## src/hdl/bpt_pkg.sv

```systemverilog
// ----------------------------------------------------------------------------
// bpt_pkg
// Shared constants, codes and types of the breakpoint table manager.
// ----------------------------------------------------------------------------
package bpt_pkg;

  // Table geometry
  localparam int NUM_SLOTS = 16;
  localparam int SLOT_W    = (NUM_SLOTS > 1) ? $clog2(NUM_SLOTS) : 1;
  localparam int CNT_W     = $clog2(NUM_SLOTS + 1);

  // Most memory writes one request may issue
  localparam int MAX_OUT   = 16;
  localparam int WCNT_W    = $clog2(MAX_OUT + 1);

  localparam logic [7:0] TRAP_OPCODE = 8'hCC;

  // Highest supported breakpoint kind (hardware execution)
  localparam logic [1:0] KIND_MAX = 2'd1;

  typedef enum logic [3:0] {
    REQ_ADD     = 4'd0,
    REQ_REMOVE  = 4'd1,
    REQ_LOOKUP  = 4'd2,
    REQ_INSERT  = 4'd3,
    REQ_RESTORE = 4'd4,
    REQ_PREPARE = 4'd5,
    REQ_FINISH  = 4'd6,
    REQ_CANCEL  = 4'd7,
    REQ_SETAUTO = 4'd8
  } req_t;

  typedef enum logic [1:0] {
    STS_OK        = 2'd0,
    STS_FULL      = 2'd1,
    STS_BAD_KIND  = 2'd2,
    STS_NOT_FOUND = 2'd3
  } status_t;

  typedef enum logic [1:0] {
    S_IDLE,
    S_SCAN,
    S_ACT,
    S_FIN
  } state_t;

  // Update command into the slot table
  typedef struct packed {
    logic              fill;       // load address and byte, mark live and patched
    logic              set_patch;  // write patched flag with patch_val
    logic              patch_val;
    logic              kill;       // clear live and patched
    logic [SLOT_W-1:0] idx;
    logic [31:0]       addr;
    logic [7:0]        data;
  } tbl_wr_t;

  // One slot as read from the table
  typedef struct packed {
    logic [31:0] addr;
    logic [7:0]  data;
    logic        live;
    logic        patched;
  } tbl_rd_t;

  // One result item
  typedef struct packed {
    status_t     status;
    logic        hit;
    logic [3:0]  hit_index;
    logic        wr_valid;
    logic [31:0] wr_addr;
    logic [7:0]  wr_data;
    logic        resume_pending;
    logic        auto_resume;
    logic        last;
  } rsp_t;

endpackage

```

## src/hdl/bpt_if.sv

```systemverilog
// ----------------------------------------------------------------------------
// bpt_if
// Request and result channels of the breakpoint table manager.
// ----------------------------------------------------------------------------
interface bpt_req_if;
  logic        valid;
  logic        ready;
  logic [3:0]  req_type;
  logic [31:0] target_addr;
  logic [1:0]  bp_kind;
  logic [7:0]  orig_byte_in;
  logic        auto_flag_in;

  modport source (output valid, req_type, target_addr, bp_kind, orig_byte_in,
                  auto_flag_in, input ready);
  modport sink   (input valid, req_type, target_addr, bp_kind, orig_byte_in,
                  auto_flag_in, output ready);
endinterface

interface bpt_rsp_if;
  logic        valid;
  logic        ready;
  logic [1:0]  status;
  logic        hit;
  logic [3:0]  hit_index;
  logic        wr_valid;
  logic [31:0] wr_addr;
  logic [7:0]  wr_data;
  logic        resume_pending;
  logic        auto_resume;
  logic        last;

  modport source (output valid, status, hit, hit_index, wr_valid, wr_addr, wr_data,
                  resume_pending, auto_resume, last, input ready);
  modport sink   (input valid, status, hit, hit_index, wr_valid, wr_addr, wr_data,
                  resume_pending, auto_resume, last, output ready);
endinterface

```

## src/hdl/bpt_table.sv

```systemverilog
// ----------------------------------------------------------------------------
// bpt_table
// Slot storage: address and saved byte per slot, live and patched flags.
// rd_idx names the slot that rd presents in the following cycle.
// ----------------------------------------------------------------------------
module bpt_table (
  input  logic                          clk,
  input  logic                          rst_n,
  input  bpt_pkg::tbl_wr_t              wr,
  input  logic [bpt_pkg::SLOT_W-1:0]    rd_idx,
  output bpt_pkg::tbl_rd_t              rd
);

  logic [31:0]                   slot_addr_r [bpt_pkg::NUM_SLOTS];
  logic [7:0]                    slot_byte_r [bpt_pkg::NUM_SLOTS];
  logic [bpt_pkg::NUM_SLOTS-1:0] live_r;
  logic [bpt_pkg::NUM_SLOTS-1:0] patched_r;
  logic [bpt_pkg::SLOT_W-1:0]    rd_idx_r;
  logic [31:0]                   rd_addr_r;
  logic [7:0]                    rd_byte_r;

  // Load slot payload on fill and register the read; only ever used once the
  // slot is live
  always_ff @(posedge clk) begin
    if (wr.fill) begin
      slot_addr_r[wr.idx] <= wr.addr;
      slot_byte_r[wr.idx] <= wr.data;
    end
    rd_idx_r  <= rd_idx;
    rd_addr_r <= slot_addr_r[rd_idx];
    rd_byte_r <= slot_byte_r[rd_idx];
  end

  // Update the slot flags
  always_ff @(posedge clk) begin
    if (!rst_n) begin
      live_r    <= '0;
      patched_r <= '0;
    end else begin
      if (wr.fill) begin
        live_r[wr.idx]    <= 1'b1;
        patched_r[wr.idx] <= 1'b1;
      end
      if (wr.set_patch) begin
        patched_r[wr.idx] <= wr.patch_val;
      end
      if (wr.kill) begin
        live_r[wr.idx]    <= 1'b0;
        patched_r[wr.idx] <= 1'b0;
      end
    end
  end

  // Present the selected slot with its current flags
  assign rd.addr    = rd_addr_r;
  assign rd.data    = rd_byte_r;
  assign rd.live    = live_r[rd_idx_r];
  assign rd.patched = patched_r[rd_idx_r];

endmodule

```

## src/hdl/breakpoint_table_manager.sv

```systemverilog
// ----------------------------------------------------------------------------
// breakpoint_table_manager
// Software breakpoint table that patches memory with a one-byte trap opcode.
// ----------------------------------------------------------------------------
// One request is taken at a time. Add, remove, look up and prepare resume walk
// the used slots with a single address comparator, one slot per clock, and
// stop at the first live match; insert all and restore all walk every used
// slot the same way, except that they hold on a slot while a stalled result
// side keeps the previous write from leaving. Every memory byte write leaves
// as one result item in slot order, a request without writes gives one item,
// and the final item carries last. No clearing pass is needed after reset.
// ----------------------------------------------------------------------------
module breakpoint_table_manager (
  input  logic         clk,
  input  logic         rst_n,
  bpt_req_if.sink      in_req,
  bpt_rsp_if.source    out_rsp
);

  bpt_pkg::state_t                  state_r, state_nxt;
  bpt_pkg::req_t                    req_r, req_nxt;
  logic [31:0]                      addr_r, addr_nxt;
  logic [1:0]                       kind_r, kind_nxt;
  logic [7:0]                       byte_r, byte_nxt;
  logic                             flag_r, flag_nxt;
  logic [bpt_pkg::CNT_W-1:0]        scan_r, scan_nxt;
  logic [bpt_pkg::CNT_W-1:0]        used_r, used_nxt;
  logic                             found_r, found_nxt;
  logic [bpt_pkg::SLOT_W-1:0]       match_r, match_nxt;
  logic                             free_found_r, free_found_nxt;
  logic [bpt_pkg::SLOT_W-1:0]       free_r, free_nxt;
  logic                             pend_r, pend_nxt;
  logic [bpt_pkg::SLOT_W-1:0]       pslot_r, pslot_nxt;
  logic                             auto_r, auto_nxt;
  bpt_pkg::status_t                 status_r, status_nxt;
  logic                             hit_r, hit_nxt;
  logic [bpt_pkg::SLOT_W-1:0]       hidx_r, hidx_nxt;
  logic                             held_v_r, held_v_nxt;
  logic [31:0]                      held_addr_r, held_addr_nxt;
  logic [7:0]                       held_data_r, held_data_nxt;
  logic [bpt_pkg::WCNT_W-1:0]       wcnt_r, wcnt_nxt;
  logic                             out_valid_r, out_valid_nxt;
  bpt_pkg::rsp_t                    out_r, out_nxt;

  bpt_pkg::tbl_wr_t                 tbl_wr;
  bpt_pkg::tbl_rd_t                 tbl_rd;
  logic [bpt_pkg::SLOT_W-1:0]       rd_idx;
  logic                             in_take;
  logic                             out_free;

  bpt_table u_table (
    .clk    (clk),
    .rst_n  (rst_n),
    .wr     (tbl_wr),
    .rd_idx (rd_idx),
    .rd     (tbl_rd)
  );

  assign in_req.ready = (state_r == bpt_pkg::S_IDLE);
  assign in_take      = in_req.valid && in_req.ready;
  assign out_free     = !out_valid_r || out_rsp.ready;

  // Address the slot needed next cycle: slot 0 or the pending slot when a
  // request is taken, else the next scan position, which stays on a match
  always_comb begin
    if (state_r == bpt_pkg::S_IDLE) begin
      rd_idx = (in_req.req_type == bpt_pkg::REQ_FINISH) ? pslot_r : '0;
    end else begin
      rd_idx = scan_nxt[bpt_pkg::SLOT_W-1:0];
    end
  end

  // Sequencer: next state, table updates and result items
  always_comb begin
    logic                       scan_end;
    logic                       qualify;
    logic                       do_fill;
    logic [bpt_pkg::SLOT_W-1:0] fill_idx;

    state_nxt      = state_r;
    req_nxt        = req_r;
    addr_nxt       = addr_r;
    kind_nxt       = kind_r;
    byte_nxt       = byte_r;
    flag_nxt       = flag_r;
    scan_nxt       = scan_r;
    used_nxt       = used_r;
    found_nxt      = found_r;
    match_nxt      = match_r;
    free_found_nxt = free_found_r;
    free_nxt       = free_r;
    pend_nxt       = pend_r;
    pslot_nxt      = pslot_r;
    auto_nxt       = auto_r;
    status_nxt     = status_r;
    hit_nxt        = hit_r;
    hidx_nxt       = hidx_r;
    held_v_nxt     = held_v_r;
    held_addr_nxt  = held_addr_r;
    held_data_nxt  = held_data_r;
    wcnt_nxt       = wcnt_r;
    out_valid_nxt  = out_valid_r && !out_rsp.ready;
    out_nxt        = out_r;
    tbl_wr         = '0;
    scan_end       = (scan_r == used_r);
    qualify        = 1'b0;
    do_fill        = 1'b0;
    fill_idx       = '0;

    case (state_r)
      // Take a request and clear the per-request results
      bpt_pkg::S_IDLE: begin
        if (in_take) begin
          req_nxt        = bpt_pkg::req_t'(in_req.req_type);
          addr_nxt       = in_req.target_addr;
          kind_nxt       = in_req.bp_kind;
          byte_nxt       = in_req.orig_byte_in;
          flag_nxt       = in_req.auto_flag_in;
          scan_nxt       = '0;
          found_nxt      = 1'b0;
          free_found_nxt = 1'b0;
          status_nxt     = bpt_pkg::STS_OK;
          hit_nxt        = 1'b0;
          hidx_nxt       = '0;
          held_v_nxt     = 1'b0;
          wcnt_nxt       = '0;
          if (in_req.req_type inside {bpt_pkg::REQ_ADD, bpt_pkg::REQ_REMOVE,
                                      bpt_pkg::REQ_LOOKUP, bpt_pkg::REQ_INSERT,
                                      bpt_pkg::REQ_RESTORE, bpt_pkg::REQ_PREPARE}) begin
            state_nxt = bpt_pkg::S_SCAN;
          end else begin
            state_nxt = bpt_pkg::S_ACT;
          end
        end
      end

      // Walk the used slots, one per cycle unless a held write cannot leave
      bpt_pkg::S_SCAN: begin
        if (req_r == bpt_pkg::REQ_INSERT || req_r == bpt_pkg::REQ_RESTORE) begin
          qualify = tbl_rd.live && (tbl_rd.addr != 32'd0) &&
                    ((req_r == bpt_pkg::REQ_INSERT) ? !tbl_rd.patched : tbl_rd.patched);
          if (scan_end || wcnt_r == bpt_pkg::WCNT_W'(bpt_pkg::MAX_OUT)) begin
            state_nxt = bpt_pkg::S_FIN;
          end else if (qualify) begin
            // Hold off while the previous write cannot leave
            if (!held_v_r || out_free) begin
              if (held_v_r) begin
                out_valid_nxt          = 1'b1;
                out_nxt.status         = status_r;
                out_nxt.hit            = hit_r;
                out_nxt.hit_index      = 4'(hidx_r);
                out_nxt.wr_valid       = 1'b1;
                out_nxt.wr_addr        = held_addr_r;
                out_nxt.wr_data        = held_data_r;
                out_nxt.resume_pending = pend_r;
                out_nxt.auto_resume    = auto_r;
                out_nxt.last           = 1'b0;
              end
              held_v_nxt       = 1'b1;
              held_addr_nxt    = tbl_rd.addr;
              held_data_nxt    = (req_r == bpt_pkg::REQ_INSERT) ? bpt_pkg::TRAP_OPCODE
                                                                : tbl_rd.data;
              tbl_wr.set_patch = 1'b1;
              tbl_wr.patch_val = (req_r == bpt_pkg::REQ_INSERT);
              tbl_wr.idx       = scan_r[bpt_pkg::SLOT_W-1:0];
              wcnt_nxt         = wcnt_r + 1'b1;
              scan_nxt         = scan_r + 1'b1;
            end
          end else begin
            scan_nxt = scan_r + 1'b1;
          end
        end else begin
          if (scan_end) begin
            state_nxt = bpt_pkg::S_ACT;
          end else if (tbl_rd.live && tbl_rd.addr == addr_r) begin
            found_nxt = 1'b1;
            match_nxt = scan_r[bpt_pkg::SLOT_W-1:0];
            state_nxt = bpt_pkg::S_ACT;
          end else begin
            // Note the first free slot for a possible add
            if (!tbl_rd.live && !free_found_r) begin
              free_found_nxt = 1'b1;
              free_nxt       = scan_r[bpt_pkg::SLOT_W-1:0];
            end
            scan_nxt = scan_r + 1'b1;
          end
        end
      end

      // Apply the request to the table
      bpt_pkg::S_ACT: begin
        state_nxt = bpt_pkg::S_FIN;
        case (req_r)
          bpt_pkg::REQ_ADD: begin
            if (found_r) begin
              status_nxt = bpt_pkg::STS_OK;
            end else if (kind_r > bpt_pkg::KIND_MAX) begin
              status_nxt = bpt_pkg::STS_BAD_KIND;
            end else if (free_found_r) begin
              do_fill  = 1'b1;
              fill_idx = free_r;
            end else if (used_r >= bpt_pkg::CNT_W'(bpt_pkg::NUM_SLOTS)) begin
              status_nxt = bpt_pkg::STS_FULL;
            end else begin
              do_fill  = 1'b1;
              fill_idx = used_r[bpt_pkg::SLOT_W-1:0];
              used_nxt = used_r + 1'b1;
            end
            if (do_fill) begin
              tbl_wr.fill   = 1'b1;
              tbl_wr.idx    = fill_idx;
              tbl_wr.addr   = addr_r;
              tbl_wr.data   = byte_r;
              held_v_nxt    = 1'b1;
              held_addr_nxt = addr_r;
              held_data_nxt = bpt_pkg::TRAP_OPCODE;
            end
          end
          bpt_pkg::REQ_REMOVE: begin
            if (!found_r) begin
              status_nxt = bpt_pkg::STS_NOT_FOUND;
            end else begin
              if (tbl_rd.patched) begin
                held_v_nxt    = 1'b1;
                held_addr_nxt = tbl_rd.addr;
                held_data_nxt = tbl_rd.data;
              end
              tbl_wr.kill = 1'b1;
              tbl_wr.idx  = match_r;
              if (pend_r && pslot_r == match_r) begin
                pend_nxt  = 1'b0;
                pslot_nxt = '0;
                auto_nxt  = 1'b0;
              end
            end
          end
          bpt_pkg::REQ_LOOKUP: begin
            if (!found_r) begin
              status_nxt = bpt_pkg::STS_NOT_FOUND;
            end else begin
              hit_nxt  = 1'b1;
              hidx_nxt = match_r;
            end
          end
          bpt_pkg::REQ_PREPARE: begin
            if (!found_r) begin
              status_nxt = bpt_pkg::STS_NOT_FOUND;
            end else begin
              if (tbl_rd.patched) begin
                held_v_nxt       = 1'b1;
                held_addr_nxt    = tbl_rd.addr;
                held_data_nxt    = tbl_rd.data;
                tbl_wr.set_patch = 1'b1;
                tbl_wr.patch_val = 1'b0;
                tbl_wr.idx       = match_r;
              end
              pend_nxt  = 1'b1;
              pslot_nxt = match_r;
              auto_nxt  = 1'b0;
            end
          end
          bpt_pkg::REQ_FINISH: begin
            if (!pend_r) begin
              status_nxt = bpt_pkg::STS_NOT_FOUND;
            end else begin
              if (tbl_rd.live && !tbl_rd.patched) begin
                held_v_nxt       = 1'b1;
                held_addr_nxt    = tbl_rd.addr;
                held_data_nxt    = bpt_pkg::TRAP_OPCODE;
                tbl_wr.set_patch = 1'b1;
                tbl_wr.patch_val = 1'b1;
                tbl_wr.idx       = pslot_r;
              end
              pend_nxt  = 1'b0;
              pslot_nxt = '0;
              auto_nxt  = 1'b0;
            end
          end
          bpt_pkg::REQ_CANCEL: begin
            pend_nxt  = 1'b0;
            pslot_nxt = '0;
            auto_nxt  = 1'b0;
          end
          bpt_pkg::REQ_SETAUTO: begin
            auto_nxt = flag_r;
          end
          default: begin
          end
        endcase
      end

      // Send the final item of the request
      bpt_pkg::S_FIN: begin
        if (out_free) begin
          out_valid_nxt          = 1'b1;
          out_nxt.status         = status_r;
          out_nxt.hit            = hit_r;
          out_nxt.hit_index      = 4'(hidx_r);
          out_nxt.wr_valid       = held_v_r;
          out_nxt.wr_addr        = held_v_r ? held_addr_r : 32'd0;
          out_nxt.wr_data        = held_v_r ? held_data_r : 8'd0;
          out_nxt.resume_pending = pend_r;
          out_nxt.auto_resume    = auto_r;
          out_nxt.last           = 1'b1;
          state_nxt              = bpt_pkg::S_IDLE;
        end
      end

      default: begin
        state_nxt = bpt_pkg::S_IDLE;
      end
    endcase
  end

  // Control registers
  always_ff @(posedge clk) begin
    if (!rst_n) begin
      state_r     <= bpt_pkg::S_IDLE;
      used_r      <= '0;
      pend_r      <= 1'b0;
      pslot_r     <= '0;
      auto_r      <= 1'b0;
      out_valid_r <= 1'b0;
    end else begin
      state_r     <= state_nxt;
      used_r      <= used_nxt;
      pend_r      <= pend_nxt;
      pslot_r     <= pslot_nxt;
      auto_r      <= auto_nxt;
      out_valid_r <= out_valid_nxt;
    end
  end

  // Request payload and working registers
  always_ff @(posedge clk) begin
    req_r        <= req_nxt;
    addr_r       <= addr_nxt;
    kind_r       <= kind_nxt;
    byte_r       <= byte_nxt;
    flag_r       <= flag_nxt;
    scan_r       <= scan_nxt;
    found_r      <= found_nxt;
    match_r      <= match_nxt;
    free_found_r <= free_found_nxt;
    free_r       <= free_nxt;
    status_r     <= status_nxt;
    hit_r        <= hit_nxt;
    hidx_r       <= hidx_nxt;
    held_v_r     <= held_v_nxt;
    held_addr_r  <= held_addr_nxt;
    held_data_r  <= held_data_nxt;
    wcnt_r       <= wcnt_nxt;
    out_r        <= out_nxt;
  end

  // Drive the result channel
  assign out_rsp.valid          = out_valid_r;
  assign out_rsp.status         = out_r.status;
  assign out_rsp.hit            = out_r.hit;
  assign out_rsp.hit_index      = out_r.hit_index;
  assign out_rsp.wr_valid       = out_r.wr_valid;
  assign out_rsp.wr_addr        = out_r.wr_addr;
  assign out_rsp.wr_data        = out_r.wr_data;
  assign out_rsp.resume_pending = out_r.resume_pending;
  assign out_rsp.auto_resume    = out_r.auto_resume;
  assign out_rsp.last           = out_r.last;

endmodule

```

## src/flat_wrapper.sv

```systemverilog
// flat-port wrapper written by rule: the top's interface ports become plain ports
module breakpoint_table_manager_flat 
  (clk, rst_n, in_req_valid, in_req_req_type, in_req_target_addr, in_req_bp_kind, in_req_orig_byte_in, in_req_auto_flag_in, in_req_ready, out_rsp_valid, out_rsp_status, out_rsp_hit, out_rsp_hit_index, out_rsp_wr_valid, out_rsp_wr_addr, out_rsp_wr_data, out_rsp_resume_pending, out_rsp_auto_resume, out_rsp_last, out_rsp_ready);
  bpt_req_if in_req_i ();
  bpt_rsp_if out_rsp_i ();
  input  logic clk;
  input  logic rst_n;
  input wire logic [$bits(in_req_i.valid)-1:0] in_req_valid;
  input wire logic [$bits(in_req_i.req_type)-1:0] in_req_req_type;
  input wire logic [$bits(in_req_i.target_addr)-1:0] in_req_target_addr;
  input wire logic [$bits(in_req_i.bp_kind)-1:0] in_req_bp_kind;
  input wire logic [$bits(in_req_i.orig_byte_in)-1:0] in_req_orig_byte_in;
  input wire logic [$bits(in_req_i.auto_flag_in)-1:0] in_req_auto_flag_in;
  output wire logic [$bits(in_req_i.ready)-1:0] in_req_ready;
  output wire logic [$bits(out_rsp_i.valid)-1:0] out_rsp_valid;
  output wire logic [$bits(out_rsp_i.status)-1:0] out_rsp_status;
  output wire logic [$bits(out_rsp_i.hit)-1:0] out_rsp_hit;
  output wire logic [$bits(out_rsp_i.hit_index)-1:0] out_rsp_hit_index;
  output wire logic [$bits(out_rsp_i.wr_valid)-1:0] out_rsp_wr_valid;
  output wire logic [$bits(out_rsp_i.wr_addr)-1:0] out_rsp_wr_addr;
  output wire logic [$bits(out_rsp_i.wr_data)-1:0] out_rsp_wr_data;
  output wire logic [$bits(out_rsp_i.resume_pending)-1:0] out_rsp_resume_pending;
  output wire logic [$bits(out_rsp_i.auto_resume)-1:0] out_rsp_auto_resume;
  output wire logic [$bits(out_rsp_i.last)-1:0] out_rsp_last;
  input wire logic [$bits(out_rsp_i.ready)-1:0] out_rsp_ready;
  assign in_req_i.valid = in_req_valid;
  assign in_req_i.req_type = in_req_req_type;
  assign in_req_i.target_addr = in_req_target_addr;
  assign in_req_i.bp_kind = in_req_bp_kind;
  assign in_req_i.orig_byte_in = in_req_orig_byte_in;
  assign in_req_i.auto_flag_in = in_req_auto_flag_in;
  assign in_req_ready = in_req_i.ready;
  assign out_rsp_valid = out_rsp_i.valid;
  assign out_rsp_status = out_rsp_i.status;
  assign out_rsp_hit = out_rsp_i.hit;
  assign out_rsp_hit_index = out_rsp_i.hit_index;
  assign out_rsp_wr_valid = out_rsp_i.wr_valid;
  assign out_rsp_wr_addr = out_rsp_i.wr_addr;
  assign out_rsp_wr_data = out_rsp_i.wr_data;
  assign out_rsp_resume_pending = out_rsp_i.resume_pending;
  assign out_rsp_auto_resume = out_rsp_i.auto_resume;
  assign out_rsp_last = out_rsp_i.last;
  assign out_rsp_i.ready = out_rsp_ready;
  breakpoint_table_manager u_core (.clk(clk), .rst_n(rst_n), .in_req(in_req_i), .out_rsp(out_rsp_i));
endmodule
```

## config.mk

```make
export PLATFORM = sky130hd
export DESIGN_NAME = breakpoint_table_manager_flat
export DESIGN_NICKNAME = d
export VERILOG_FILES = /design/src/hdl/bpt_pkg.sv /design/src/hdl/bpt_if.sv /design/src/hdl/bpt_table.sv /design/src/hdl/breakpoint_table_manager.sv /design/src/flat_wrapper.sv
export SDC_FILE = /design/constraint.sdc
export NUM_CORES = 1
export LEC_CHECK = 0
export ABC_AREA = 1
export BUFFER_PORTS_ARGS = -buffer_cell sky130_fd_sc_hd__clkbuf_2
export CELL_PAD_IN_SITES_DETAIL_PLACEMENT = 1
export CELL_PAD_IN_SITES_GLOBAL_PLACEMENT = 1
export CORE_MARGIN = 3
export CORE_UTILIZATION = 50
export DETAILED_ROUTE_END_ITERATION = 12
export GPL_TIMING_DRIVEN = 0
export PLACE_DENSITY_LB_ADDON = 0.1
export SLEW_MARGIN = 25
export SYNTH_ARGS = -nofsm -noshare
export SYNTH_HDL_FRONTEND = slang
export SYNTH_SLANG_ARGS = --single-unit
```

## constraint.sdc

```tcl
create_clock -name clk -period 16.9 [get_ports clk]
set_clock_uncertainty 0.15 [all_clocks]
set_input_delay 1.69 -clock clk [delete_from_list [all_inputs] [get_ports clk]]
set_output_delay 1.69 -clock clk [all_outputs]
set_load 0.01 [all_outputs]
```

### After elaboration in Yosys (flattened, before gate mapping)

Memory sizes are Yosys's and may differ from the RTL's. A register that Yosys moved wholly into a read port is not among the register bits.
Cells that the tools add are included.
Widths: inputs -> output; s select.

| operators by class | value |
|---|---|
| magnitude comparators | 5 |
| multiply operators | 0 |
| $add $sub $neg | 3 |
| equality and inequality tests | 56 |
| divide/modulo/power cells | 0 |
| shift-type cells | 0 |
| reductions and logical operators | 52 |
| bitwise gates (word level) | 12 |
| muxes and demuxes | 167 |

Operators by type and width:

| cell | number |
|---|---|
| $mux 32 | 10 |
| $mux 51 | 6 |
| $mux 16 | 8 |
| $pmux 51 s2 | 1 |
| $pmux 32 s3 | 1 |
| $mux 8 | 11 |
| $mux 4 | 20 |
| $mux 40 | 2 |
| $mux 5 | 13 |
| $pmux 32 s2 | 1 |
| $mux 1 | 46 |
| $mux 2 | 22 |
| $mux 44 | 1 |
| $reduce_and 6->1 | 6 |
| $and 16x16->16 | 2 |
| $eq 32x32->1 | 1 |
| $or 16x16->16 | 2 |
| $pmux 4 s4 | 2 |
| $reduce_bool 32->1 | 1 |
| $eq 4x3->1 const B | 7 |
| $ne 2x1->1 const B | 12 |
| $pmux 8 s3 | 1 |
| $pmux 5 s2 | 2 |
| $ne 3x2->1 const B | 6 |
| other kinds (50) | 111 |

| storage, ports and cells | value |
|---|---|
| memories | 2 |
| input port bits | 51 |
| memory bits (read-only) | 0 |
| logic and storage cells | 333 |
| latch bits | 0 |
| flip-flop bits (word level) | 216 |
| RAM bits | 640 |

Memories:

| name | depth | width | rd ports | clocked after Yosys merged registers in | write ports | line | text |
|---|---|---|---|---|---|---|---|
| u_core.u_table.slot_addr_r | 16 | 32 | 1 | 1 | 1 | bpt_table.sv:14 | `logic [31:0] slot_addr_r [bpt_pkg::NUM_SLOTS];` |
| u_core.u_table.slot_byte_r | 16 | 8 | 1 | 1 | 1 | bpt_table.sv:15 | `logic [7:0] slot_byte_r [bpt_pkg::NUM_SLOTS];` |

### Depth between registers and ports, before layout

| logic depth | value |
|---|---|
| word-level depth | 22 |
| depth in mapped cells | 25 |
| depth with buffers taken out | 22 |

### Modules after synthesis

A second synthesis with hierarchy kept.

| second synthesis, totals | value |
|---|---|
| cells, all modules | 3917 |
| area, all modules | 39102.5 sq um |

By module, submodules not included:

| module | area each (sq um) | times used | cells an instance |
|---|---|---|---|
| bpt_table | 30270.3 | 1 | 2949 |
| breakpoint_table_manager | 8832.2 | 1 | 968 |

### Worst setup path before layout

OpenSTA, ideal clock, no wires.

| path | value |
|---|---|
| kind | input port to flip-flop |
| start | in out_rsp_ready |
| end | reg u_core.out_r, in the netlist u_core.out_rsp.auto_resume, enable pin |
| buffers on the path | 0 |
| arrival time | 5.739 ns |
| stages | 7 |
| library setup time | 0.523 ns |
| path slack | 10.488 ns |
| data required time | 16.227 ns |
| cell sequence | nor2_1 inv_1 nor2_1 nor3_2 or2_2 nand2_1 nor3_1 |

| on the way | value |
|---|---|
| word-level cells in the longest chain between the ends | 4 |
| elaborated cells on any way between the ends | 5 |
| classes of those cells | eq/ne: 2; reduce/logical: 3 |

Ends and longest elaborated chain:

| what | line | text |
|---|---|---|
| start: declaration | flat_wrapper.sv:25 | `input wire logic [$bits(out_rsp_i.ready)-1:0] out_rsp_ready;` |
| $logic_or 1x1->1 * | breakpoint_table_manager.sv:61 | `assign out_free = !out_valid_r \|\| out_rsp.ready;` |
| $logic_or 1x1->1 | breakpoint_table_manager.sv:146 | `if (!held_v_r \|\| out_free) begin` |
| $ne 2x1->1 (no source line) | - |  |
| $reduce_and 7->1 (no source line) * | - |  |
| end signal: assignment | breakpoint_table_manager.sv:353 | `out_r <= out_nxt;` |
| end: declaration | breakpoint_table_manager.sv:43 | `bpt_pkg::rsp_t out_r, out_nxt;` |

Mark *: on every way between the ends. The rest lies on a longest branch, timed or not.
A chain may end at the register's enable or synchronous reset.

==> impl_summary.txt <==
----------------------------------------------------
[Worst setup path]
  CP endpoint kind ... flop
  Critical path launch point type ... flop
  Worst Reg2Reg Path Length in Cells ... 11
  Reg-to-Reg Start ... u_core.state_r[0]
  Register-to-register setup slack ... 11.86 ns
  Required time reported for the critical path endpoint ... 17.06 ns
  Reg2Reg Capture Point ... u_core.u_table.slot_byte_r[13][6]
  Worst-path maximum fanout ... 16
  Critical path data arrival time ... 5.20 ns
  Critical path start-end classification ... reg -> reg

[Routing]
  Wirelength, routed ... 126000 um
  Count of unresolved DRC violations after routing ... 0
  Routed length per placed instance ... 26.8 um
  Initial DRT Pass Iterations ... 5
  Iteration-0 DRC Markers ... 2698
  DR vias/cell ... 6.01
  ANT nets after route ... 0
  Via count of the routed design ... 28129

[Global route]
  Via count of the first global-routing pass ... 29118
  GR Util met3 ... 6.74%
  Global route overflow ... 0
  Largest net degree at the start of global routing ... 41
  Combined global-route utilization of all metal layers ... 32.0%
  Global-route wire length before repair ... 185000 um
  GR met1 Demand/Resource ... 41.1%
  GR peak layer ... met2
  Number of antenna violations at the first check in global routing ... 1
  Global-route track usage on met2 ... 52.9%

[CTS]
  Number of CTS-inserted buffers ... 94
  Root buffer selected by CTS ... clkbuf_16
  Clock tree from TritonCTS ... yes
  Deepest clock path buffer count ... 3
  Clk pin slew, worst setup/hold paths ... 0.06 ns
  Number of buffers inserted to repair setup after CTS ... 0
  Post-CTS sizing ... 0
  Total of hold buffers inserted after clock tree synthesis ... 0
  Deepest level of the CTS H-tree ... 3
  Sink count of the clock tree ... 895
  Clock network latency to the later pin of the worst-skew pair ... 0.67 ns

[Floorplan]
  Die X-Extent ... 279 um
  Total Die Area ... 78100 um^2
  Core outline area ... 73500 um^2
  Height of the die ... 279 um
  FP Rows ... 99
  Initial Util ... 50.9%
  Number of top-level design ports ... 104

[Run]
  Number of max-cap violations ... 0

[Finish]
  Number of nets in the finished design ... 3703
  Flip-flop and latch area ... 25900 um^2
  Total non-filler cell area in the finished layout ... 43000 um^2
  Commonest non-fill, non-tap cell in the layout ... nand3_1
  Leading cell types in the layout, fill and taps excluded ... 875 x nand3_1, 801 x edfxtp_1, 767 x nand2_1
  Multi-input gate area in the final layout ... 9720 um^2
  Filler cell count ... 7715
  Layout cells sized above 1 ... 14.2%
  Area added between synthesis and finish ... 15.1%

[Placed design]
  Routability cong. ... 0.905
  PortBufs ... 101
  HPWL after detailed placement ... 85700 um
  Dpl cell area ... 39800 um^2

[Pwr]
  Total power ... 6.65 mW
  Power density over the cells ... 155 nW/um^2
  Worst voltage drop across the vdd grid ... 0.108 mV
  Pleak ... 17.1 nW

[Timing]
  Final Cycle Share ... 29.8%
  Fmax ... 0.198 GHz
  Total count of hold-check failures in the final report ... 0
  Total of endpoints with negative setup slack in the final report ... 0
  Worst slew pin tran ... 1.12 ns
  Setup repair after global routing missed its margin ... no
  Total negative slack for setup checks ... 0 ns
  Worst slew margin relative to its limit ... 25.3%
  Minimum clock period after layout ... 5.04 ns
  Final slew viol count ... 0

[Logic synthesis]
  Count of cell types in the netlist ... 45
  Post-synthesis cell area ... 37400 um^2
  Synth Net Count ... 3470
  Synthesized instance count ... 3410
  Top FF cell, synth ... edfxtp_1
  Mean post-synth cell area ... 11.0 um^2
  Fraction of registers with async set or reset after synthesis ... 0%
  Sequential share of the synthesized area ... 69.4%
  Seq cells post-synth ... 895
  Count of synthesis-stage warnings from yosys ... 0
  Number of enable-type register cells in the synthesized netlist ... 801

[Min path]
  Worst Hold Depth ... 0
  Type of the tightest min-delay check ... reg -> reg
  Worst Hold Path EP ... u_core.out_rsp.hit_index[3]
  Hold path startpoint ... u_core.hidx_r[3]

[Outcome]
  Result of the run ... finished, final reports clean

----------------------------------------------------
## final cells by class
type	instances	share of cell area (%)
Clock inverter	49	1.14
Buffer	197	2.28
Multi-Input combinational cell	2076	22.6
Tap cell	959	2.79
Sequential cell	895	60.3
Timing Repair Buffer	137	2.47
Clock buffer	126	6.27
Inverter	242	2.17
Antenna cell	2	0.0116
## per-layer routing
metal  vias up  wire length [um]
li1      12358                 -
met1     14186             48900
met2      1270             60000
met3       313             10400
met4         2              6170
met5         -                 9
## power breakdown
group          switching, mW  internal, mW  total [mW]  leakage, nW
clock network          0.886          1.25        2.13         1.56
logic                   1.29         0.462        1.75         5.99
registers              0.107          2.66        2.77         9.52
## critical path, stage by stage, from the launching register on
cell	delay, ns
dfxtp_1	0.33
inv_1	0.10
ha_1	0.22
clkbuf_1	0.29
clkinv_1	0.35
nor2_1	0.23
inv_1	0.08
nor2_1	0.65
inv_1	0.35
clkbuf_2	0.45
clkbuf_1	0.55
nor2_2	0.89
## cell families (layout without fill, tap and decap cells)
group                    after synthesis  count (layout)  share of synthesized area, %
XOR/XNOR                              14              14                         0.328
flip-flops                           895             895                          69.4
other                                  0               2                             0
buffers and inverters                439             751                          5.05
AND/OR/NAND/NOR                     1909            1909                          22.7
adder cells (fa/ha/maj)                9               9                         0.301
AO/OA/AOI/OAI                        144             144                          2.28
## Yosys cell counts, types with 2 or more instances
library cell / count / area [um^2]
a21oi_1: 48 / 240
nor2_1: 185 / 694
nor4_1: 3 / 18.8
nand3_1: 875 / 4380
o21ai_2: 2 / 17.5
a211oi_1: 4 / 30.0
dfxtp_1: 94 / 1880
clkbuf_1: 65 / 244
buf_2: 98 / 490
buf_6: 3 / 33.8
clkinv_1: 6 / 22.5
nor3_2: 3 / 30.0
o21ai_4: 2 / 32.5
xnor2_1: 8 / 70.1
nor2_2: 7 / 43.8
buf_1: 6 / 22.5
xor2_1: 6 / 52.6
nand2_2: 5 / 31.3
a21oi_4: 2 / 32.5
or2_2: 9 / 56.3
inv_1: 225 / 845
nand3_2: 6 / 60.1
o21ai_1: 7 / 35.0
nand2_1: 767 / 2880
buf_4: 24 / 180
a2111oi_0: 2 / 17.5
inv_2: 10 / 37.5
o211ai_1: 7 / 52.6
edfxtp_1: 801 / 24100
a21oi_2: 3 / 26.3
o21a_1: 7 / 52.6
ha_1: 9 / 113
nand4_1: 23 / 144
nor3_1: 23 / 115
o21ai_0: 54 / 270
o22ai_1: 2 / 12.5
## stage by stage
stage	instances	hold slack (ns)	setup WS (ns)	util, %
3_3_place_gp	4470	0.251	7.43	53.2
3_5_place_dp	4506	0.256	11.52	54.2
6_report	4683	0.269	11.86	58.6
4_1_cts	4681	0.272	11.46	58.5
5_1_grt	4681	0.274	11.62	58.6
2_1_floorplan	3410	0.250	10.49	-
## how the worst max path moves through the flow
stage                       from                                 to
2_1_floorplan      out_rsp_ready         u_core.out_rsp.auto_resume
3_5_place_dp   u_core.state_r[0]   u_core.u_table.slot_addr_r[1][0]
3_3_place_gp       out_rsp_ready         u_core.out_rsp.wr_addr[12]
5_1_grt        u_core.state_r[0]  u_core.u_table.slot_byte_r[12][6]
4_1_cts        u_core.state_r[0]   u_core.u_table.slot_addr_r[8][0]
6_report       u_core.state_r[0]  u_core.u_table.slot_byte_r[13][6]
## flip-flops by register name (all words and copies together), names as in the netlist, 8 cells and up
signal,flops
u_core.addr_r,32
u_core.byte_r,8
u_core.held_addr_r,32
u_core.held_data_r,8
u_core.out_rsp.wr_addr,32
u_core.out_rsp.wr_data,8
u_core.u_table.live_r,16
u_core.u_table.patched_r,16
u_core.u_table.rd_addr_r,32
u_core.u_table.rd_byte_r,8
u_core.u_table.slot_addr_r,512
u_core.u_table.slot_byte_r,128
(Power assumes the default switching activity.)
